## src/sv/scratch_extremum_detector_core_macros.svh

```systemverilog
// Assertion macros for the scratch extremum detector core.
// Used by the top level only; no other dependencies.
`ifndef SCRATCH_EXTREMUM_DETECTOR_CORE_MACROS_SVH
`define SCRATCH_EXTREMUM_DETECTOR_CORE_MACROS_SVH

// property that holds at every edge out of reset
`define SED_ASSERT_ALWAYS(lbl, clk, rst, prop, msg) \
  lbl: assert property (@(posedge clk) disable iff (rst) (prop)) else $error(msg);

// same-cycle implication
`define SED_ASSERT_IMPL(lbl, clk, rst, ante, cons, msg) \
  lbl: assert property (@(posedge clk) disable iff (rst) (ante) |-> (cons)) else $error(msg);

// next-cycle implication
`define SED_ASSERT_NEXT(lbl, clk, rst, ante, cons, msg) \
  lbl: assert property (@(posedge clk) disable iff (rst) (ante) |=> (cons)) else $error(msg);

`endif

```

## src/sv/sed_pkg.sv

```systemverilog
// Shared types and constants of the scratch extremum detector.
// No dependencies.
package sed_pkg;

  localparam int SED_MAX_HALF_WIDTH = 16;
  localparam int SED_MAX_LINE_WIDTH = 4096;

  localparam int ADDR_W = 4;
  localparam int DATA_W = 32;

  localparam logic [1:0] REG_THRESHOLD = 2'd0;
  localparam logic [1:0] REG_ASYMMETRY = 2'd1;
  localparam logic [1:0] REG_MAIN_HW   = 2'd2;
  localparam logic [1:0] REG_REJ_HW    = 2'd3;

  localparam logic [8:0] THRESHOLD_RST = 9'd24;
  localparam logic [7:0] ASYMMETRY_RST = 8'd16;
  localparam logic [4:0] MAIN_HW_RST   = 5'd3;
  localparam logic [4:0] REJ_HW_RST    = 5'd1;

  typedef struct packed {
    logic signed [8:0] threshold;
    logic [7:0]        asymmetry;
    logic [4:0]        main_hw;
    logic [4:0]        rej_hw;
  } cfg_t;

  // samples around one candidate column
  typedef struct packed {
    logic [7:0] c;
    logic [7:0] l;
    logic [7:0] ll;
    logic [7:0] li;
    logic [7:0] r;
    logic [7:0] rr;
    logic [7:0] ri;
  } taps_t;

endpackage

```

## src/sv/sed_stream_if.sv

```systemverilog
// Valid/ready stream interfaces for input samples and result flags.
// No dependencies.
interface sed_in_if;
  logic       valid;
  logic       ready;
  logic [7:0] sample;
  logic       end_of_line;

  modport source (output valid, sample, end_of_line, input ready);
  modport sink (input valid, sample, end_of_line, output ready);
endinterface

interface sed_out_if;
  logic valid;
  logic ready;
  logic extremum;
  logic last_of_run;

  modport source (output valid, extremum, last_of_run, input ready);
  modport sink (input valid, extremum, last_of_run, output ready);
endinterface

```

## src/sv/sed_window.sv

```systemverilog
// Sample shift line with tap selection for the main and rejection tests.
// Depends on sed_pkg.
module sed_window import sed_pkg::*; #(
  parameter int MAX_HALF_WIDTH = SED_MAX_HALF_WIDTH,
  localparam int HW_W = $clog2(MAX_HALF_WIDTH + 1)
) (
  input  logic            clk,
  input  logic            shift,
  input  logic [7:0]      sample,
  input  logic [HW_W-1:0] line_max,
  input  logic [HW_W-1:0] line_min,
  output taps_t           main_taps,
  output taps_t           min_taps
);

  localparam int WIN  = 2 * MAX_HALF_WIDTH + 3;
  localparam int IX_W = $clog2(WIN);

  logic [7:0]      win [WIN];
  logic [IX_W-1:0] d;
  logic [IX_W-1:0] m;

  always_ff @(posedge clk) begin
    if (shift) begin
      win[0] <= sample;
      for (int i = 1; i < WIN; i++) begin
        win[i] <= win[i-1];
      end
    end
  end

  assign d = IX_W'(line_max);
  assign m = IX_W'(line_min);

  // newest sample at index 0, candidate column at index d+1
  always_comb begin
    main_taps.c  = win[d + IX_W'(1)];
    main_taps.l  = win[d + d + IX_W'(1)];
    main_taps.ll = win[d + d + IX_W'(2)];
    main_taps.li = win[d + d];
    main_taps.r  = win[1];
    main_taps.rr = win[0];
    main_taps.ri = win[2];

    min_taps.c  = win[d + IX_W'(1)];
    min_taps.l  = win[d + m + IX_W'(1)];
    min_taps.ll = win[d + m + IX_W'(2)];
    min_taps.li = win[d + m];
    min_taps.r  = win[d + IX_W'(1) - m];
    min_taps.rr = win[d - m];
    min_taps.ri = win[d + IX_W'(2) - m];
  end

endmodule

```

## src/sv/sed_sharp.sv

```systemverilog
// Sharp narrow extremum test on one set of taps.
// Depends on sed_pkg.
module sed_sharp import sed_pkg::*; (
  input  taps_t taps,
  input  cfg_t  cfg,
  output logic  pass
);

  logic signed [10:0] c, l, ll, li, r, rr, ri;
  logic signed [10:0] asy, asy_abs, inner, outer, th, dl, dr;
  logic               dark;

  always_comb begin
    c  = signed'({3'b000, taps.c});
    l  = signed'({3'b000, taps.l});
    ll = signed'({3'b000, taps.ll});
    li = signed'({3'b000, taps.li});
    r  = signed'({3'b000, taps.r});
    rr = signed'({3'b000, taps.rr});
    ri = signed'({3'b000, taps.ri});
    th = signed'({{2{cfg.threshold[8]}}, cfg.threshold});

    asy     = ll - rr;
    asy_abs = asy[10] ? -asy : asy;
    inner   = (l - li) + (r - ri);
    outer   = (ll - l) + (rr - r);
    dl      = l - c;
    dr      = r - c;
    dark    = !cfg.threshold[8] && (cfg.threshold != '0);

    if (asy_abs > signed'({3'b000, cfg.asymmetry})) begin
      pass = 1'b0;
    end else if (dark) begin
      pass = (dl > th) && (dr > th) && (inner > outer);
    end else begin
      pass = (dl < th) && (dr < th) && (inner < outer);
    end
  end

endmodule

```

## src/sv/sed_seq.sv

```systemverilog
// Line sequencer: column count, per-line widths, item stage, flush and
// result register. Depends on sed_pkg and the stream interfaces.
module sed_seq import sed_pkg::*; #(
  parameter int MAX_HALF_WIDTH = SED_MAX_HALF_WIDTH,
  parameter int MAX_LINE_WIDTH = SED_MAX_LINE_WIDTH,
  localparam int HW_W = $clog2(MAX_HALF_WIDTH + 1)
) (
  input  logic            clk,
  input  logic            rst,
  sed_in_if.sink          in_ch,
  sed_out_if.source       out_ch,
  input  cfg_t            cfg,
  input  logic            main_pass,
  input  logic            min_pass,
  output logic            shift,
  output logic [HW_W-1:0] line_max,
  output logic [HW_W-1:0] line_min
);

  localparam int CNT_W = $clog2(MAX_LINE_WIDTH);
  localparam int CMP_W = CNT_W + 2;
  localparam int FL_W  = $clog2(MAX_HALF_WIDTH + 2);
  localparam int CL_W  = 7;

  logic [CNT_W-1:0] col;
  logic             p_valid;
  logic             p_flag;
  logic             p_full;
  logic [FL_W-1:0]  p_flush;
  logic             out_valid;
  logic             out_ext;
  logic             out_last;

  logic [CL_W-1:0]  mw, mn, lim, dd, mm;
  logic [HW_W-1:0]  d_new, m_new, d_use;
  logic [CMP_W-1:0] n_ext, d_ext;
  logic             has_flag_new, full_new;
  logic [FL_W-1:0]  flush_new;
  logic             emit_ok, any_left, emit, last_one, p_done, flag_bit;

  // clamp the width registers for a new line
  always_comb begin
    mw  = CL_W'(cfg.main_hw);
    mn  = CL_W'(cfg.rej_hw);
    lim = CL_W'(MAX_HALF_WIDTH);
    dd  = (mw < CL_W'(1)) ? CL_W'(1) : mw;
    dd  = (dd > lim) ? lim : dd;
    mm  = (mn > lim) ? lim : mn;
    dd  = (dd < mm) ? mm : dd;
    d_new = HW_W'(dd);
    m_new = HW_W'(mm);
  end

  always_comb begin
    d_use        = (col == '0) ? d_new : line_max;
    n_ext        = CMP_W'(col);
    d_ext        = CMP_W'(d_use);
    has_flag_new = n_ext >= d_ext + CMP_W'(1);
    full_new     = n_ext >= d_ext + d_ext + CMP_W'(2);
    if (!in_ch.end_of_line) begin
      flush_new = '0;
    end else if (has_flag_new) begin
      flush_new = FL_W'(d_use) + FL_W'(1);
    end else begin
      flush_new = FL_W'(col) + FL_W'(1);
    end
  end

  always_comb begin
    emit_ok  = !out_valid || out_ch.ready;
    any_left = p_flag || (p_flush != '0);
    emit     = p_valid && any_left && emit_ok;
    last_one = (p_flag && p_flush == '0) || (!p_flag && p_flush == FL_W'(1));
    p_done   = p_valid && (!any_left || (emit && last_one));
    flag_bit = p_full && main_pass && !((line_min > HW_W'(1)) && min_pass);
  end

  assign in_ch.ready = !rst && (!p_valid || p_done);
  assign shift       = in_ch.valid && in_ch.ready;

  always_ff @(posedge clk) begin
    if (rst) begin
      col       <= '0;
      line_max  <= '0;
      line_min  <= '0;
      p_valid   <= 1'b0;
      p_flag    <= 1'b0;
      p_full    <= 1'b0;
      p_flush   <= '0;
      out_valid <= 1'b0;
    end else begin
      if (emit) begin
        out_valid <= 1'b1;
      end else if (out_ch.ready) begin
        out_valid <= 1'b0;
      end

      if (shift) begin
        p_valid <= 1'b1;
        p_flag  <= has_flag_new;
        p_full  <= full_new;
        p_flush <= flush_new;
        if (col == '0) begin
          line_max <= d_new;
          line_min <= m_new;
        end
        if (in_ch.end_of_line) begin
          col <= '0;
        end else if (col < CNT_W'(MAX_LINE_WIDTH - 1)) begin
          col <= col + CNT_W'(1);
        end
      end else if (p_done) begin
        p_valid <= 1'b0;
      end else if (emit) begin
        // own flag first, then the zero border beats
        if (p_flag) begin
          p_flag <= 1'b0;
        end else begin
          p_flush <= p_flush - FL_W'(1);
        end
      end
    end
  end

  always_ff @(posedge clk) begin
    if (emit) begin
      out_ext  <= p_flag ? flag_bit : 1'b0;
      out_last <= !p_flag && (p_flush == FL_W'(1));
    end
  end

  assign out_ch.valid       = out_valid;
  assign out_ch.extremum    = out_ext;
  assign out_ch.last_of_run = out_last;

endmodule

```

## src/sv/scratch_extremum_detector_core.sv

```systemverilog
// Top level of the scratch extremum detector: register file and datapath.
// Depends on sed_pkg, the stream interfaces, sed_window, sed_sharp, sed_seq.
//
//   channel  dir  beat payload                 handshake
//   in_ch    in   sample[7:0], end_of_line     valid/ready
//   out_ch   out  extremum, last_of_run        valid/ready
//   apb      in   threshold, asymmetry, widths psel/penable, pready=1
//
// One sample per cycle unless the result register stalls. An end-of-line
// sample holds the next input until its result beats, up to MAX_HALF_WIDTH+2,
// have left, moved one beat a cycle into the single result register.
// Synchronous reset clears control state; no clearing pass is needed.
// A stalled result register holds the sequencer and then the input.
`include "scratch_extremum_detector_core_macros.svh"

module scratch_extremum_detector_core import sed_pkg::*; #(
  parameter int MAX_HALF_WIDTH = SED_MAX_HALF_WIDTH,
  parameter int MAX_LINE_WIDTH = SED_MAX_LINE_WIDTH
) (
  input  logic              clk,
  input  logic              rst,
  sed_in_if.sink            in_ch,
  sed_out_if.source         out_ch,
  input  logic              psel,
  input  logic              penable,
  input  logic              pwrite,
  input  logic [ADDR_W-1:0] paddr,
  input  logic [DATA_W-1:0] pwdata,
  output logic [DATA_W-1:0] prdata,
  output logic              pready
);

  localparam int HW_W = $clog2(MAX_HALF_WIDTH + 1);

  cfg_t            cfg;
  logic            shift;
  logic [HW_W-1:0] line_max;
  logic [HW_W-1:0] line_min;
  taps_t           main_taps;
  taps_t           min_taps;
  logic            main_pass;
  logic            min_pass;
  logic            last_beat;

  assign pready = 1'b1;

  always_ff @(posedge clk) begin
    if (rst) begin
      cfg.threshold <= signed'(THRESHOLD_RST);
      cfg.asymmetry <= ASYMMETRY_RST;
      cfg.main_hw   <= MAIN_HW_RST;
      cfg.rej_hw    <= REJ_HW_RST;
    end else if (psel && penable && pwrite) begin
      case (paddr[3:2])
        REG_THRESHOLD: cfg.threshold <= signed'(pwdata[8:0]);
        REG_ASYMMETRY: cfg.asymmetry <= pwdata[7:0];
        REG_MAIN_HW:   cfg.main_hw   <= pwdata[4:0];
        REG_REJ_HW:    cfg.rej_hw    <= pwdata[4:0];
        default: ;
      endcase
    end
  end

  always_comb begin
    case (paddr[3:2])
      REG_THRESHOLD: prdata = DATA_W'(cfg.threshold);
      REG_ASYMMETRY: prdata = DATA_W'(cfg.asymmetry);
      REG_MAIN_HW:   prdata = DATA_W'(cfg.main_hw);
      REG_REJ_HW:    prdata = DATA_W'(cfg.rej_hw);
      default:       prdata = '0;
    endcase
  end

  sed_window #(
    .MAX_HALF_WIDTH(MAX_HALF_WIDTH)
  ) u_window (
    .clk      (clk),
    .shift    (shift),
    .sample   (in_ch.sample),
    .line_max (line_max),
    .line_min (line_min),
    .main_taps(main_taps),
    .min_taps (min_taps)
  );

  sed_sharp u_sharp_main (
    .taps(main_taps),
    .cfg (cfg),
    .pass(main_pass)
  );

  sed_sharp u_sharp_min (
    .taps(min_taps),
    .cfg (cfg),
    .pass(min_pass)
  );

  sed_seq #(
    .MAX_HALF_WIDTH(MAX_HALF_WIDTH),
    .MAX_LINE_WIDTH(MAX_LINE_WIDTH)
  ) u_seq (
    .clk      (clk),
    .rst      (rst),
    .in_ch    (in_ch),
    .out_ch   (out_ch),
    .cfg      (cfg),
    .main_pass(main_pass),
    .min_pass (min_pass),
    .shift    (shift),
    .line_max (line_max),
    .line_min (line_min)
  );

  assign last_beat = out_ch.valid && out_ch.last_of_run;

  `SED_ASSERT_ALWAYS(a_width_order, clk, rst, line_min <= line_max, "rejection width above main")
  `SED_ASSERT_IMPL(a_last_is_border, clk, rst, last_beat, !out_ch.extremum, "flag on border beat")
  `SED_ASSERT_NEXT(a_width_latched, clk, rst, shift, line_max != '0, "no half width latched")

endmodule
```

## src/flat_wrapper.sv

```systemverilog
// flat-port wrapper written by rule: the top's interface ports become plain ports
module scratch_extremum_detector_core_flat import sed_pkg::*;
#(
  parameter int MAX_HALF_WIDTH = SED_MAX_HALF_WIDTH,
  parameter int MAX_LINE_WIDTH = SED_MAX_LINE_WIDTH
)
  (clk, rst, psel, penable, pwrite, paddr, pwdata, prdata, pready, in_ch_valid, in_ch_sample, in_ch_end_of_line, in_ch_ready, out_ch_valid, out_ch_extremum, out_ch_last_of_run, out_ch_ready);
  sed_in_if in_ch_i ();
  sed_out_if out_ch_i ();
  input  logic clk;
  input  logic rst;
  input  logic psel;
  input  logic penable;
  input  logic pwrite;
  input  logic [ADDR_W-1:0] paddr;
  input  logic [DATA_W-1:0] pwdata;
  output logic [DATA_W-1:0] prdata;
  output logic pready;
  input wire logic [$bits(in_ch_i.valid)-1:0] in_ch_valid;
  input wire logic [$bits(in_ch_i.sample)-1:0] in_ch_sample;
  input wire logic [$bits(in_ch_i.end_of_line)-1:0] in_ch_end_of_line;
  output wire logic [$bits(in_ch_i.ready)-1:0] in_ch_ready;
  output wire logic [$bits(out_ch_i.valid)-1:0] out_ch_valid;
  output wire logic [$bits(out_ch_i.extremum)-1:0] out_ch_extremum;
  output wire logic [$bits(out_ch_i.last_of_run)-1:0] out_ch_last_of_run;
  input wire logic [$bits(out_ch_i.ready)-1:0] out_ch_ready;
  assign in_ch_i.valid = in_ch_valid;
  assign in_ch_i.sample = in_ch_sample;
  assign in_ch_i.end_of_line = in_ch_end_of_line;
  assign in_ch_ready = in_ch_i.ready;
  assign out_ch_valid = out_ch_i.valid;
  assign out_ch_extremum = out_ch_i.extremum;
  assign out_ch_last_of_run = out_ch_i.last_of_run;
  assign out_ch_i.ready = out_ch_ready;
  scratch_extremum_detector_core #(.MAX_HALF_WIDTH(MAX_HALF_WIDTH), .MAX_LINE_WIDTH(MAX_LINE_WIDTH)) u_core (.clk(clk), .rst(rst), .in_ch(in_ch_i), .out_ch(out_ch_i), .psel(psel), .penable(penable), .pwrite(pwrite), .paddr(paddr), .pwdata(pwdata), .prdata(prdata), .pready(pready));
endmodule
```

## config.mk

```make
export PLATFORM = sky130hd
export DESIGN_NAME = scratch_extremum_detector_core_flat
export DESIGN_NICKNAME = d
export VERILOG_FILES = /design/src/sv/sed_pkg.sv /design/src/sv/sed_stream_if.sv /design/src/sv/sed_window.sv /design/src/sv/sed_sharp.sv /design/src/sv/sed_seq.sv /design/src/sv/scratch_extremum_detector_core.sv /design/src/flat_wrapper.sv
export VERILOG_INCLUDE_DIRS = /design/src /design/src/sv
export SDC_FILE = /design/constraint.sdc
export NUM_CORES = 2
export LEC_CHECK = 0
export BUFFER_PORTS_ARGS = -buffer_cell sky130_fd_sc_hd__buf_4
export CAP_MARGIN = 10
export CORE_MARGIN = 2
export CORE_UTILIZATION = 30
export DETAILED_ROUTE_END_ITERATION = 6
export MAX_ROUTING_LAYER = met4
export PLACE_DENSITY = 0.56
export SETUP_SLACK_MARGIN = 0.2
export SLEW_MARGIN = 10
export SYNTH_ARGS = -nofsm -noshare
export SYNTH_HDL_FRONTEND = slang
export SYNTH_SLANG_ARGS = --single-unit
export TNS_END_PERCENT = 30
```

## constraint.sdc

```tcl
create_clock -name clk -period 12.9 [get_ports clk]
set_input_delay 2.58 -clock clk [delete_from_list [all_inputs] [get_ports clk]]
set_output_delay 2.58 -clock clk [all_outputs]
set_load 0.005 [all_outputs]
```

==> flow_summary.ini <==
[status]
status = finished, final reports clean

[logic_synthesis]
synth_area_leaders = mux4_2, edfxtp_1, ha_1
ys_seq_area_share_pct = 26.7
netlist.area_leader.share_pct = 30.4
ys_warn_count = 0
synth.most_common_cell = mux4_2
netlist_area_um2 = 36100
synth-edff-count = 282
synthFlopType = edfxtp_1
synth_nets = 3281
netlist_instances = 2940
synth-seq-cells = 340
synthTopCellsByCount = mux4_2, edfxtp_1, mux2i_1, ha_1, inv_1
yosysUniqueCellTypes = 74
avgSynthCellArea_um2 = 12.3
ys_async_sr_fraction_pct = 0
synth.largest_area_cell = mux4_2

[setup_path]
critical_path.top_delay_family = adder cells
worst_setup_path_start_kind = flip-flop
slowest_stage = xnor3_1
arrival_ns = 10.61
cp.required_ns = 13.20
worstSetupPathType = reg2reg
timing.critical_path.buf_inv = 5
cp-end-kind = flip-flop
path_max_fanout = 36
cpPeakStageDelay_ns = 0.81

[floorplan]
io_pins = 89
dieArea_um2 = 123000
fp.dieW_um = 351
initial_utilization_pct = 30.2
core_um2 = 120000
die_h_um = 351
rows = 127

[clocking]
post_cts_resized = 0
cts_max_path_buffers = 3
clkTransAtPathRegs_ns = 0.06
tritoncts = built
clk_latency_ns = 0.61
htreeDepth = 2
postCtsHoldBufs = 0
post-cts-setup-buffers = 0
cts-root-buf = clkbuf_16
cts.sinks = 340
cts_made_buffers = 41

[sta]
worst_hold_slack_ns = 0.471
tns_ns = 0
skew_ns = 0.0246
slew-limit-headroom_pct = 15.9
layout_min_cycle_time_ns = 10.31
worstMarginPinSlew_ns = 1.25
final.period_utilization_pct = 79.9
fmax_ghz = 0.0970
hold_viol = 0
setup_viol = 0
maxSlewViolCount = 0
grt_setup_unrepaired = no

[grt]
grt_pass1_wl_um = 169000
grt_usage_pct = 18.7
grt_overflow = 0
antenna_found_initial = 0
grt_pass1_vias = 26000
grt_max_degree = 175

[place]
io_buffers = 62
placedInstanceArea_um2 = 38400
dp_hpwl_um = 81500
placed_cells = 4473
finalWeightedCongestion = 0.958

[power_and_ir_drop]
p_sw_share_pct = 45.1
seqPwrFrac_pct = 14.1
p_clk_share_pct = 13.6
leakage_nw = 15.1
power.internal_mw = 5.27
totalPowerFinal_mw = 9.59
powerDensity_nw_per_um2 = 240
p_comb_share_pct = 72.2
p_switching_mw = 4.32
ir_drop_uv = 381

[drt]
post-route-drc-count = 0
wirelength_um = 112000
drt_iter0_drc = 2740
vias = 26100
dr.pass1.iters = 5
post_drt_wl_per_cell_um = 24.6
postRouteAntennaNets = 0
viasPerCell = 5.74

[final_layout]
final_cells = 4550
multi_input_area_um2 = 25000
regArea_um2 = 9640
nFillCells = 11700
area_delta_synth_final_pct = 10.4
drive_gt1_share_pct = 25.7
stdcell_area_um2 = 39900
finish.net_count = 3245

[job]
drv_cap = 0

[min_path]
min_path_type = reg2reg
## worst register-to-register path, delay by kind of cell (launching register included)
family / cells / cell delay, ns
AND/OR/NAND/NOR: 6 / 1.00
adder cells (fa/ha/maj): 6 / 2.38
XOR/XNOR: 4 / 1.23
multiplexers: 4 / 1.82
AO/OA/AOI/OAI: 7 / 1.63
buffers and inverters: 5 / 1.46
flip-flops: 1 / 0.47
## metal layers
layer  wire length (µm)  global-route usage (%)
met5                  0                       -
met4               3810                    6.14
met3               8690                    3.22
met2              51600                    28.6
met1              48000                    25.2
## final timing paths
check / start / to / slack [ns] / depth (start not counted)
worst min register to register: u_core.u_seq.p_valid / u_core.u_seq.out_ch.valid / 0.47 / 2
worst max register to register: u_core.u_seq.line_max[0] / u_core.u_seq.out_ch.extremum / 2.59 / 32
worst min-delay path: u_core.u_seq.p_valid / u_core.u_seq.out_ch.valid / 0.47 / 2
worst max-delay path: u_core.u_seq.line_max[0] / u_core.u_seq.out_ch.extremum / 2.59 / 32
## per-stage QoR
stage / utilization [%] / worst slack, ns
final: 33.3 / 2.59
after global routing: 33.3 / 2.01
after CTS: 33.3 / 2.54
after detailed placement: 32.1 / 2.56
after global placement: 32.1 / 2.49
after floorplan: - / 0.615
## power groups by stage
stage / Clock [mW] / Sequential, mW / Combinational [mW]
after floorplan: 0 / 1.34 / 5.29
after global placement: 0 / 1.38 / 6.78
after detailed placement: 0 / 1.38 / 6.83
after CTS: 1.34 / 1.35 / 6.88
after global routing: 1.38 / 1.36 / 7.72
final: 1.30 / 1.36 / 6.93
## cell families (layout without fill, tap and decap cells)
logic type | count (synthesis) | in the layout | share of synthesized area, %
buffers and inverters | 396 | 393 | 4.51
other | 1 | 2 | 0.0104
flip-flops | 340 | 340 | 26.7
AO/OA/AOI/OAI | 457 | 457 | 7.94
XOR/XNOR | 165 | 165 | 4.28
multiplexers | 806 | 806 | 39.6
AND/OR/NAND/NOR | 484 | 484 | 6.45
adder cells (fa/ha/maj) | 291 | 291 | 10.6
## registers in the layout, indices dropped and copies added (netlist names)
signal / cells
u_core.u_window.win: 280
u_core.u_seq.p_valid: 1
u_core.u_seq.p_flag: 1
u_core.u_seq.line_max: 5
u_core.u_seq.out_ch.last_of_run: 1
u_core.u_seq.out_ch.extremum: 1
u_core.u_seq.line_min: 5
u_core.u_seq.out_ch.valid: 1
u_core.u_seq.p_full: 1
u_core.cfg: 27
u_core.u_seq.col: 12
u_core.u_seq.p_flush: 5
## layout by cell type (no fill, tap or decap), types with 86 or more instances in the layout
master,instances
nand2_1,147
buf_4,116
mux4_2,488
edfxtp_1,282
nor2_1,125
ha_1,262
inv_1,192
a21oi_1,163
xnor2_1,97
mux2i_1,277
o21ai_0,86
## final cells by class
type                    instances  area share, %
multi-input cells            2204           62.8
flip-flops and latches        340           24.2
well taps                    1612           5.06
clock buffers                  43           2.65
repair buffers                119           2.33
inverters                     198           1.86
clock inverters                33           1.13
diodes                          1        0.00628
Power figures use the tool's default switching activity.
